$ cat src/rtl/load_based_core_hotplug_governor_assert.svh
// ---------------------------------------------------------------------------
// Assertion macros for the core hotplug governor
// Clocked implication checks used by the top-level governor file of the block.
// ---------------------------------------------------------------------------
`ifndef LOAD_BASED_CORE_HOTPLUG_GOVERNOR_ASSERT_SVH
`define LOAD_BASED_CORE_HOTPLUG_GOVERNOR_ASSERT_SVH

// Same-cycle implication, disabled during reset.
`define LBCHG_ASSERT_IMP(label, clk, rst_n, ante, cons) \
    label: assert property (@(posedge clk) disable iff (!rst_n) (ante) |-> (cons)) \
        else $error("governor check failed");

// Next-cycle implication, disabled during reset.
`define LBCHG_ASSERT_NEXT(label, clk, rst_n, ante, cons) \
    label: assert property (@(posedge clk) disable iff (!rst_n) (ante) |=> (cons)) \
        else $error("governor check failed");

`endif

$ cat src/rtl/lbchg_pkg.sv
// ---------------------------------------------------------------------------
// lbchg_pkg
// Types, codes and constants shared by the core hotplug governor.
// ---------------------------------------------------------------------------
package lbchg_pkg;

    localparam int POSSIBLE_CORES = 4;
    localparam int TIME_BITS      = 64;

    localparam logic [7:0]  SPIKE_LOAD     = 8'(90 << 1);
    localparam logic [31:0] SCREEN_OFF_CAP = 32'd1036800;
    localparam int          US_PER_MS      = 1000;
    localparam logic [23:0] SECOND_US      = 24'(1000 * US_PER_MS);
    localparam logic [6:0]  FULL_THRESHOLD = 7'd100;
    localparam logic [2:0]  ONE_CORE       = 3'd1;
    localparam logic [2:0]  TWO_CORES      = 3'd2;
    localparam logic [2:0]  ALL_CORES      = 3'(POSSIBLE_CORES);

    // Configuration register indexes.
    localparam logic [2:0] CFG_UP_LOAD_PCT        = 3'd0;
    localparam logic [2:0] CFG_UP_COUNT_NEEDED    = 3'd1;
    localparam logic [2:0] CFG_COUNT_CEILING      = 3'd2;
    localparam logic [2:0] CFG_UNPLUG_FREQ_LIMIT  = 3'd3;
    localparam logic [2:0] CFG_MIN_ONLINE_SECONDS = 3'd4;

    typedef enum logic [1:0] {
        MODE_SAMPLE     = 2'd0,
        MODE_SCREEN_OFF = 2'd1,
        MODE_SCREEN_ON  = 2'd2
    } mode_t;

    typedef enum logic [2:0] {
        ACT_NONE    = 3'd0,
        ACT_UP      = 3'd1,
        ACT_DOWN    = 3'd2,
        ACT_SUSPEND = 3'd3,
        ACT_RESUME  = 3'd4
    } action_t;

    typedef struct packed {
        mode_t       mode;
        logic [2:0]  online_cores;
        logic [7:0]  load_sum;
        logic        policy_valid;
        logic [31:0] policy_min_freq;
        logic [31:0] policy_max_freq;
        logic [31:0] core2_freq;
        logic [31:0] core3_freq;
        logic [63:0] now_us;
    } in_item_t;

    typedef struct packed {
        action_t     action;
        logic [31:0] freq_ceiling;
        logic [5:0]  load_count;
    } out_item_t;

    typedef struct packed {
        logic [6:0]  up_load_pct;
        logic [5:0]  up_count_needed;
        logic [5:0]  count_ceiling;
        logic [31:0] unplug_freq_limit;
        logic [3:0]  min_online_seconds;
    } cfg_t;

    // Minimum on-time in microseconds; below two seconds means one.
    function automatic logic [23:0] on_time_us(input logic [3:0] secs);
        logic [23:0] us;
        us = (secs > 4'd1) ? 24'(secs) * SECOND_US : SECOND_US;
        return us;
    endfunction

endpackage

$ cat src/rtl/lbchg_ifs.sv
// ---------------------------------------------------------------------------
// lbchg channel interfaces
// Valid/ready channels carrying sample items in and decision items out.
// ---------------------------------------------------------------------------
interface lbchg_in_if;
    logic                 valid;
    logic                 ready;
    lbchg_pkg::in_item_t  item;

    modport source (output valid, output item, input ready);
    modport sink   (input valid, input item, output ready);
endinterface

interface lbchg_out_if;
    logic                 valid;
    logic                 ready;
    lbchg_pkg::out_item_t item;

    modport source (output valid, output item, input ready);
    modport sink   (input valid, input item, output ready);
endinterface

$ cat src/rtl/lbchg_core.sv
// ---------------------------------------------------------------------------
// lbchg_core
// Governor state and the single-pass decision for one item.
// ---------------------------------------------------------------------------
module lbchg_core (
    input  logic                 clk,
    input  logic                 rst_n,
    input  lbchg_pkg::cfg_t      cfg,
    input  logic                 fire,
    input  lbchg_pkg::in_item_t  item,
    output lbchg_pkg::out_item_t result
);

    localparam int TB = lbchg_pkg::TIME_BITS;

    logic [5:0]    load_counter_reg, load_counter_next;
    logic [TB-1:0] last_up_time_reg, last_up_time_next;
    logic [31:0]   saved_max_freq_reg, saved_max_freq_next;
    logic          suspended_reg, suspended_next;

    logic [TB-1:0] now_t;
    logic          skip;
    logic          busy;
    logic [5:0]    cnt_inc;
    logic [5:0]    cnt_dec;
    logic [32:0]   freq_sum;
    logic          freq_holds;
    logic [TB-1:0] base_time;
    logic [TB-1:0] deadline;
    logic [23:0]   extra_us;

    assign now_t     = item.now_us[TB-1:0];
    assign skip      = (item.online_cores == lbchg_pkg::ONE_CORE) || suspended_reg
                     || (cfg.up_load_pct == lbchg_pkg::FULL_THRESHOLD
                         && item.online_cores == lbchg_pkg::TWO_CORES)
                     || (cfg.up_load_pct == 7'd0
                         && item.online_cores == lbchg_pkg::ALL_CORES);
    assign busy      = item.load_sum >= {cfg.up_load_pct, 1'b0};
    assign cnt_inc   = (load_counter_reg < cfg.count_ceiling) ? load_counter_reg + 6'd1
                                                              : load_counter_reg;
    assign cnt_dec   = (load_counter_reg != 6'd0) ? load_counter_reg - 6'd1 : load_counter_reg;

    // Mean of the upper-core clocks, summed one bit wider so it never wraps.
    assign freq_sum   = {1'b0, item.core2_freq} + {1'b0, item.core3_freq};
    assign freq_holds = !(item.policy_valid && item.policy_min_freq >= cfg.unplug_freq_limit)
                        && (freq_sum[32:1] >= cfg.unplug_freq_limit);
    assign base_time  = freq_holds ? now_t : last_up_time_reg;
    assign extra_us   = lbchg_pkg::on_time_us(cfg.min_online_seconds);
    assign deadline   = base_time + {{(TB-24){1'b0}}, extra_us};

    always_comb
    begin
        load_counter_next   = load_counter_reg;
        last_up_time_next   = last_up_time_reg;
        saved_max_freq_next = saved_max_freq_reg;
        suspended_next      = suspended_reg;
        result.action       = lbchg_pkg::ACT_NONE;
        result.freq_ceiling = 32'd0;
        unique case (item.mode)
            lbchg_pkg::MODE_SCREEN_OFF:
            begin
                saved_max_freq_next = item.policy_valid ? item.policy_max_freq : '1;
                load_counter_next   = 6'd0;
                suspended_next      = 1'b1;
                result.action       = lbchg_pkg::ACT_SUSPEND;
                result.freq_ceiling = lbchg_pkg::SCREEN_OFF_CAP;
            end
            lbchg_pkg::MODE_SCREEN_ON:
            begin
                result.freq_ceiling = (saved_max_freq_reg != 32'd0) ? saved_max_freq_reg : '1;
                suspended_next      = 1'b0;
                result.action       = lbchg_pkg::ACT_RESUME;
            end
            lbchg_pkg::MODE_SAMPLE:
            begin
                if (!skip)
                begin
                    if (busy)
                    begin
                        load_counter_next = cnt_inc;
                        if (item.online_cores <= lbchg_pkg::TWO_CORES
                            && ((item.load_sum >= lbchg_pkg::SPIKE_LOAD && cnt_inc >= 6'd2)
                                || cnt_inc >= cfg.up_count_needed))
                        begin
                            result.action     = lbchg_pkg::ACT_UP;
                            last_up_time_next = now_t;
                        end
                    end
                    else
                    begin
                        load_counter_next = cnt_dec;
                        if (item.online_cores > lbchg_pkg::TWO_CORES
                            && cnt_dec < cfg.up_count_needed)
                        begin
                            last_up_time_next = base_time;
                            if (now_t >= deadline)
                            begin
                                result.action     = lbchg_pkg::ACT_DOWN;
                                load_counter_next = 6'd0;
                            end
                        end
                    end
                end
            end
            default:
            begin
                result.action = lbchg_pkg::ACT_NONE;
            end
        endcase
        result.load_count = load_counter_next;
    end

    always_ff @(posedge clk or negedge rst_n)
    begin
        if (!rst_n)
        begin
            load_counter_reg   <= 6'd0;
            last_up_time_reg   <= '0;
            saved_max_freq_reg <= 32'd0;
            suspended_reg      <= 1'b0;
        end
        else if (fire)
        begin
            load_counter_reg   <= load_counter_next;
            last_up_time_reg   <= last_up_time_next;
            saved_max_freq_reg <= saved_max_freq_next;
            suspended_reg      <= suspended_next;
        end
    end

endmodule

$ cat src/rtl/load_based_core_hotplug_governor.sv
// ---------------------------------------------------------------------------
// load_based_core_hotplug_governor
// Power-up/power-down decisions for the upper two cores of a 4-core cluster.
// ---------------------------------------------------------------------------
// Each item on samples is a load sample, a screen-off or a screen-on event;
// each yields exactly one decision item on decisions, in order. The block
// sustains one item per clock while decisions takes each decision as it is
// offered: an item is captured in the input register, decided in one pass of
// logic against the governor state, and loaded into the result register,
// from which it is offered on decisions until the sink takes it.
// That single decision pass, ending in one 64-bit time add and compare, sets
// the figure. The input register keeps accepting while a finished decision
// waits to be taken, and stalls only when both are full.
// Configuration is a plain write port; write it only while the block is idle.
// ---------------------------------------------------------------------------
`include "load_based_core_hotplug_governor_assert.svh"

module load_based_core_hotplug_governor (
    input  logic        clk,
    input  logic        rst_n,
    lbchg_in_if.sink    samples,
    lbchg_out_if.source decisions,
    input  logic        cfg_we,
    input  logic [2:0]  cfg_index,
    input  logic [31:0] cfg_data
);

    // Configuration registers, reset to the power-on policy.
    lbchg_pkg::cfg_t cfg_reg;

    // Input register: holds one accepted item until it is decided.
    logic                 s1_valid_reg;
    lbchg_pkg::in_item_t  s1_item_reg;

    // Result register: holds one decision until the sink takes it.
    logic                 out_valid_reg;
    lbchg_pkg::out_item_t out_item_reg;

    logic                 advance;
    lbchg_pkg::out_item_t decided;

    // Short terms for the checks at the end.
    logic                 screen_off_adv;
    logic                 out_suspend;
    logic                 out_down;
    logic                 out_plain;
    logic                 out_count_zero;
    logic                 out_cap_zero;

    // Advance the decided item whenever the result slot is free or draining.
    assign advance       = s1_valid_reg && (!out_valid_reg || decisions.ready);
    assign samples.ready = !s1_valid_reg || advance;

    assign decisions.valid = out_valid_reg;
    assign decisions.item  = out_item_reg;

    always_ff @(posedge clk or negedge rst_n)
    begin
        if (!rst_n)
        begin
            cfg_reg.up_load_pct        <= 7'd80;
            cfg_reg.up_count_needed    <= 6'd10;
            cfg_reg.count_ceiling      <= 6'd20;
            cfg_reg.unplug_freq_limit  <= 32'd1497600;
            cfg_reg.min_online_seconds <= 4'd1;
        end
        else if (cfg_we)
        begin
            unique case (cfg_index)
                lbchg_pkg::CFG_UP_LOAD_PCT:
                    cfg_reg.up_load_pct        <= cfg_data[6:0];
                lbchg_pkg::CFG_UP_COUNT_NEEDED:
                    cfg_reg.up_count_needed    <= cfg_data[5:0];
                lbchg_pkg::CFG_COUNT_CEILING:
                    cfg_reg.count_ceiling      <= cfg_data[5:0];
                lbchg_pkg::CFG_UNPLUG_FREQ_LIMIT:
                    cfg_reg.unplug_freq_limit  <= cfg_data;
                lbchg_pkg::CFG_MIN_ONLINE_SECONDS:
                    cfg_reg.min_online_seconds <= cfg_data[3:0];
                default:
                    cfg_reg <= cfg_reg;     // drop writes beyond the list
            endcase
        end
    end

    // Input stage control: fill on accept, empty when the item is decided.
    always_ff @(posedge clk or negedge rst_n)
    begin
        if (!rst_n)
        begin
            s1_valid_reg <= 1'b0;
        end
        else if (samples.ready)
        begin
            s1_valid_reg <= samples.valid;
        end
    end

    always_ff @(posedge clk)
    begin
        if (samples.valid && samples.ready)
        begin
            s1_item_reg <= samples.item;
        end
    end

    // Decision logic and governor state; the state moves only on advance.
    lbchg_core u_core (
        .clk    (clk),
        .rst_n  (rst_n),
        .cfg    (cfg_reg),
        .fire   (advance),
        .item   (s1_item_reg),
        .result (decided)
    );

    // Result stage control: load on advance, clear once taken.
    always_ff @(posedge clk or negedge rst_n)
    begin
        if (!rst_n)
        begin
            out_valid_reg <= 1'b0;
        end
        else if (advance)
        begin
            out_valid_reg <= 1'b1;
        end
        else if (decisions.ready)
        begin
            out_valid_reg <= 1'b0;
        end
    end

    always_ff @(posedge clk)
    begin
        if (advance)
        begin
            out_item_reg <= decided;
        end
    end

    assign screen_off_adv = advance && s1_item_reg.mode == lbchg_pkg::MODE_SCREEN_OFF;
    assign out_suspend    = out_valid_reg && out_item_reg.action == lbchg_pkg::ACT_SUSPEND;
    assign out_down       = out_valid_reg && out_item_reg.action == lbchg_pkg::ACT_DOWN;
    assign out_plain      = out_valid_reg && out_item_reg.action != lbchg_pkg::ACT_SUSPEND
                            && out_item_reg.action != lbchg_pkg::ACT_RESUME;
    assign out_count_zero = out_item_reg.load_count == 6'd0;
    assign out_cap_zero   = out_item_reg.freq_ceiling == 32'd0;

    // A screen-off item must come out as a suspend decision.
    `LBCHG_ASSERT_NEXT(a_screen_off_suspends, clk, rst_n, screen_off_adv, out_suspend)
    // Taking cores down always restarts the load counter.
    `LBCHG_ASSERT_IMP(a_down_clears_count, clk, rst_n, out_down, out_count_zero)
    // Only suspend and resume carry a frequency ceiling.
    `LBCHG_ASSERT_IMP(a_ceiling_only_on_screen, clk, rst_n, out_plain, out_cap_zero)

endmodule
$ cat src/flat_wrapper.sv
// flat-port wrapper written by rule: the top's interface ports become plain ports
module load_based_core_hotplug_governor_flat 
  (clk, rst_n, cfg_we, cfg_index, cfg_data, samples_valid, samples_item, samples_ready, decisions_valid, decisions_item, decisions_ready);
  lbchg_in_if samples_i ();
  lbchg_out_if decisions_i ();
  input  logic clk;
  input  logic rst_n;
  input  logic cfg_we;
  input  logic [2:0] cfg_index;
  input  logic [31:0] cfg_data;
  input wire logic [$bits(samples_i.valid)-1:0] samples_valid;
  input wire logic [$bits(samples_i.item)-1:0] samples_item;
  output wire logic [$bits(samples_i.ready)-1:0] samples_ready;
  output wire logic [$bits(decisions_i.valid)-1:0] decisions_valid;
  output wire logic [$bits(decisions_i.item)-1:0] decisions_item;
  input wire logic [$bits(decisions_i.ready)-1:0] decisions_ready;
  assign samples_i.valid = samples_valid;
  assign samples_i.item = samples_item;
  assign samples_ready = samples_i.ready;
  assign decisions_valid = decisions_i.valid;
  assign decisions_item = decisions_i.item;
  assign decisions_i.ready = decisions_ready;
  load_based_core_hotplug_governor u_core (.clk(clk), .rst_n(rst_n), .samples(samples_i), .decisions(decisions_i), .cfg_we(cfg_we), .cfg_index(cfg_index), .cfg_data(cfg_data));
endmodule
$ cat config.mk
export PLATFORM = sky130hd
export DESIGN_NAME = load_based_core_hotplug_governor_flat
export DESIGN_NICKNAME = d
export VERILOG_FILES = /design/src/rtl/lbchg_pkg.sv /design/src/rtl/lbchg_ifs.sv /design/src/rtl/lbchg_core.sv /design/src/rtl/load_based_core_hotplug_governor.sv /design/src/flat_wrapper.sv
export VERILOG_INCLUDE_DIRS = /design/src /design/src/rtl
export SDC_FILE = /design/constraint.sdc
export NUM_CORES = 1
export LEC_CHECK = 0
export BUFFER_PORTS_ARGS = -buffer_cell sky130_fd_sc_hd__buf_4
export CORE_ASPECT_RATIO = 0.8
export CORE_MARGIN = 2
export CORE_UTILIZATION = 30
export CTS_CLUSTER_DIAMETER = 120
export DETAILED_ROUTE_END_ITERATION = 12
export PLACE_DENSITY = 0.49
export SLEW_MARGIN = 20
export SYNTH_ARGS = -nofsm -noshare
export SYNTH_HDL_FRONTEND = slang
export SYNTH_SLANG_ARGS = --single-unit
$ cat constraint.sdc
create_clock -name clk -period 12.7 [get_ports clk]
set_clock_uncertainty 0.2 [all_clocks]
set_input_delay 1.905 -clock clk [delete_from_list [all_inputs] [get_ports clk]]
set_output_delay 1.905 -clock clk [all_outputs]
set_load 0.01 [all_outputs]
[Yosys cells after proc, flatten, opt, wreduce, memory -nomap -nowiden]
Index checks and enable logic that the tools add are counted.
Cells by class
  $add $sub $neg: 4
  multiply operators: 1
  div/mod/pow operators: 0
  $lt $le $gt $ge: 12
  equality and inequality tests: 11
  shift-type cells: 0
  mux-type cells: 24
  bitwise gates (word level): 1
  reduce and logical (&&, ||, !) cells: 34
Operators by type and width (count)
  2-to-1 mux 64 bit: 4
  adder 64 x 24 -> 64 bit: 1
  >= comparator 32 bit: 2
  >= comparator 64 bit: 1
  2-to-1 mux 32 bit: 2
  one-hot mux 32 bit (2 select lines): 1
  2-to-1 mux 6 bit: 6
  adder 32 x 32 -> 33 bit: 1
  nonzero test 32 bit: 1
  2-to-1 mux 24 bit: 1
  multiplier 4 x 14 -> 18 bit, second input constant: 1
  AND reduction 2 bit: 7
  less-than comparator 6 bit: 2
  one-hot mux 6 bit (2 select lines): 1
  == test 3 x 2 -> 1 bit, second input constant: 3
  logical AND 1 bit: 9
  one-hot mux 3 bit (3 select lines): 1
  >= comparator 8 bit: 1
  >= comparator 8 bit, second input constant: 1
  == test 7 bit, second input constant: 1
  logical NOT 7 bit: 1
  adder 6 x 1 -> 6 bit, second input constant: 1
  == test 3 x 1 -> 1 bit, second input constant: 2
  == test 3 bit, second input constant: 2
  other kinds (21): 34
Word-level totals
  flip-flop bits (word level): 407
  latch bits: 0
  bits in writable memories: 0
  bits in read-only memories: 0
  bits of input ports: 246
  output and inout port bits: 43
  word-level logic and storage cells: 110
  memories kept: 0

[Longest topological paths before layout]
  depth after elaboration: 12
  depth in mapped cells: 48
  depth with buffers taken out: 43

[Hierarchy]
From an unflattened synthesis, not the netlist that was laid out.
Unflattened totals
  cells, all modules: 1941
  area, all modules: 23187.2 um2
By module, submodules not included
  lbchg_core: times used 1, cells each 1566, area an instance 13563.0 um2, sequential area each 2577.5 um2
  load_based_core_hotplug_governor: times used 1, cells each 375, area an instance 9624.2 um2, sequential area each 8862.2 um2

[Least setup slack after synthesis]
OpenSTA, ideal clock, no wires.
  kind: reg-to-reg
  start: reg u_core.s1_item_reg[73] in the netlist's numbering
  end: reg u_core.out_item_reg (netlist bit u_core.decisions.item[4]), data pin
  setup time: 0.261 ns
  data arrival time: 9.530 ns
  slack: 2.709 ns
  stages on the path, launching flop included: 45
  path buffers: 5
  cells stage by stage: edfxtp_1 ha_1 a21oi_1 a21oi_1 or4_1 o21ai_0 o21ai_0 o21a_1 a21o_1 a21oi_1 o31ai_1 xor2_1 ha_1 nand4_1 nor4_2 nand3_1 o2111ai_1 a21oi_1 [9 not listed] a21oi_1 nor2_1 o31a_1 clkbuf_1 buf_1 nor3_1 xor2_1 mux2i_1 ha_1 nand4_1 nor3_1 nand4_1 or3_1 a2111oi_0 o211ai_1 nand3_1 o21ai_0 a221o_1
RTL lines
  start: declaration: line load_based_core_hotplug_governor.sv:33  | lbchg_pkg::in_item_t s1_item_reg;
  start signal: assignment: line load_based_core_hotplug_governor.sv:103  | s1_item_reg <= samples.item;
  end signal: assignment: line load_based_core_hotplug_governor.sv:138  | out_item_reg <= decided;
  end: declaration: line load_based_core_hotplug_governor.sv:37  | lbchg_pkg::out_item_t out_item_reg;

==> impl_metrics.csv <==
group,metric,value,unit
run_status,status,"finished, final reports clean",
die,dieArea,78500,um^2
synthesis,synth-compound-area-share,10.7,%
synthesis,async_flop_share,39.3,%
synthesis,synth.area.top_cells,"edfxtp_1 (32%), dfrtp_1 (16%), ha_1 (12%)",
clock_tree,cts_buffer_depth,3,
clock_tree,cts.sinks,407,
flow_run,drv_cap,0,
synthesis,synth_top_area_share,32.4,%
global_route,grt_pass1_wl,93400,um
synthesis,ys_dominant_reg_cell,"edfxtp_1",
synthesis,synth_fa_ha_area_share,12.9,%
placement,pre_cts_ws,0.985,ns
synthesis,synthSimpleGateAreaFrac,11.2,%
final_layout,layout_common_cells,"buf_4 (303), edfxtp_1 (247), ha_1 (225)",
global_route,grt_use_total,15.1,%
setup_path,arrival,12.02,ns
synthesis,synth-edff-count,247,
synthesis,synth_top_cell_by_area,"edfxtp_1",
global_route,grt_pass1_vias,16500,
sta,maxSlewHeadroom,31.6,%
clock_tree,clk_pin_slew_worst_paths,0.06,ns
synthesis,yosys_warnings,0,
placement,place_hpwl,43900,um
power_and_ir_drop,p_leak,11.9,nW
detailed_routing,wl_per_cell,17.9,um
setup_path,end_kind,"flop",
setup_path,crit_required,12.81,ns
die,rows,90,
synthesis,syn_avg_cell_area,11.5,um^2
detailed_routing,antenna_left,0,
final_layout,final_common_cell,"buf_4",
synthesis,synth_xor_area_share,4.40,%
die,fp.dieH,251,um
power_and_ir_drop,power,5.38,mW
setup_path,startpoint_type,"flop",
final_layout,largest_reg_flops,206,
clock_tree,h-tree-depth,2,
global_route,gr-total-overflow,0,
clock_tree,numCtsBuffers,46,
setup_path,crit_type,"reg -> reg",
sta,setup_violations,0,
sta,min_period_over_period,93.7,%
final_layout,final_area,27800,um^2
setup_path,path_max_fanout,18,
sta,period_minus_slack,11.90,ns
global_route,antenna_found_initial,6,
clock_tree,post_cts.repair.setup_buffers,0,
sta,worst_slew_pin_slew,1.02,ns
clock_tree,cts_resized,0,
synthesis,ys_types,70,
synthesis,synthCells,1985,
clock_tree,tritoncts,"built",
setup_path,slowest_stage,"o31a_1",
detailed_routing,drtIter0Drc,937,
placement,dp_cells,3248,
sta,setup_tns,0,ns
min_path,min_path_type,"reg -> reg",
die,die_w,313,um
placement,placed_cell_area,26200,um^2
synthesis,yosysSeqAreaShare,50.0,%
clock_tree,hold_buffers,0,
sta,layout_setup_ws,0.797,ns
clock_tree,clock_latency,0.62,ns
global_route,grt_max_degree,75,
sta,rsz0062_at_grt,"no",
setup_path,critPathMaxStageDelay,0.56,ns
setup_path,crit_top_cell,"a21oi_1",
final_layout,fin_cells,3336,
placement,place_congestion,0.875,
detailed_routing,vias,16000,
final_layout,final_nets,2763,
detailed_routing,first_pass_iters,5,
synthesis,synth_top_family_by_area,"adder cells",
synthesis,ys_ff_latch,407,
clock_tree,clockRootBuffer,"clkbuf_16",
sta,timing.fmax,84.0,MHz
final_layout,drive_gt1_share,22.5,%
power_and_ir_drop,irDropWorstVdd,0.0855,mV
placement,io_buffers,288,
synthesis,synthMuxAreaShare,8.11,%
power_and_ir_drop,power_density,194,nW/um^2
die,coreArea,75400,um^2
detailed_routing,viasPerCell,4.79,
detailed_routing,drc_errors,0,
detailed_routing,wl,59600,um
synthesis,netlist_area,22900,um^2
die,start_util,30.3,%
sta,slew_violations,0,
synthesis,synth.net_count,2463,
final_layout,area_growth,21.5,%
die,ios,289,
sta,hold_violations,0,
cell usage after synthesis (50+ instances only):
library cell	instances
edfxtp_1	247
ha_1	225
nand2_1	162
dfrtp_1	145
o21ai_0	128
mux2_2	113
inv_1	99
a21oi_1	97
nor2_1	85
xnor2_1	78
nand3_1	56
a21o_1	54
nand4_1	50
cells by family after synthesis:
kind of cell / count (synthesis)
compound gates: 394
xor+xnor: 115
fa+ha+maj: 232
buf+inv: 152
flops: 407
mux: 170
simple gates: 515
per-layer routing:
metal / share of wire [%] / global-route usage (%) / up-vias
met5: 0.10 / 0 / -
met4: 1.8 / 3.73 / 8
met3: 5.7 / 3.61 / 75
met2: 45 / 24.1 / 312
met1: 47 / 20.6 / 7701
li1: - / - / 7894
stage by stage:
stage / util [%] / hold WS [ns]
6_report: 36.8 / 0.287
5_1_grt: 36.8 / 0.317
4_1_cts: 36.8 / 0.293
3_5_place_dp: 34.7 / 0.278
3_3_place_gp: 34.7 / 0.275
2_1_floorplan: - / 0.249
final cells by class:
class / instances / area (um^2)
fillers: 7455 / 47700
flip-flops and latches: 407 / 11400
multi-input cells: 1426 / 10800
repair buffers: 305 / 2300
clock buffers: 64 / 1290
well taps: 1012 / 1270
inverters: 99 / 372
clock inverters: 21 / 278
diodes: 2 / 5.00
report_power, final:
group	leakage (nW)	internal (mW)	switching (mW)	total [mW]
combinational	6.76	0.966	1.19	2.15
clock	0.766	0.817	0.583	1.40
sequential	4.37	1.64	0.182	1.82
path summary, 6_finish.rpt:
kind	cells past startpoint	slack, ns	end	startpoint
hold reg to reg	2	0.29	u_core.u_core.suspended_reg$_DFFE_PN0P_	u_core.u_core.suspended_reg$_DFFE_PN0P_
setup reg to reg	40	0.80	u_core.decisions.item[5]$_DFFE_PP_	u_core.s1_item_reg[65]$_DFFE_PP_
setup / recovery	40	0.80	u_core.decisions.item[5]$_DFFE_PP_	u_core.s1_item_reg[65]$_DFFE_PP_
hold / removal	2	0.29	u_core.u_core.suspended_reg$_DFFE_PN0P_	u_core.u_core.suspended_reg$_DFFE_PN0P_
max in group asynchronous	2	9.99	u_core.cfg_reg[48]$_DFFE_PN0P_	rst_n
min in group asynchronous	1	1.00	u_core.u_core.last_up_time_reg[42]$_DFFE_PN0P_	rst_n
critical path: cells and delay by family, from the launching register on:
| kind | cells | cell delay, ns |
|---|---|---|
| flops | 1 | 0.38 |
| simple gates | 12 | 3.49 |
| buf+inv | 1 | 0.31 |
| fa+ha+maj | 4 | 1.30 |
| mux | 2 | 0.48 |
| compound gates | 19 | 5.07 |
| xor+xnor | 2 | 0.33 |
Note: power is estimated with default switching activity, not from simulation.
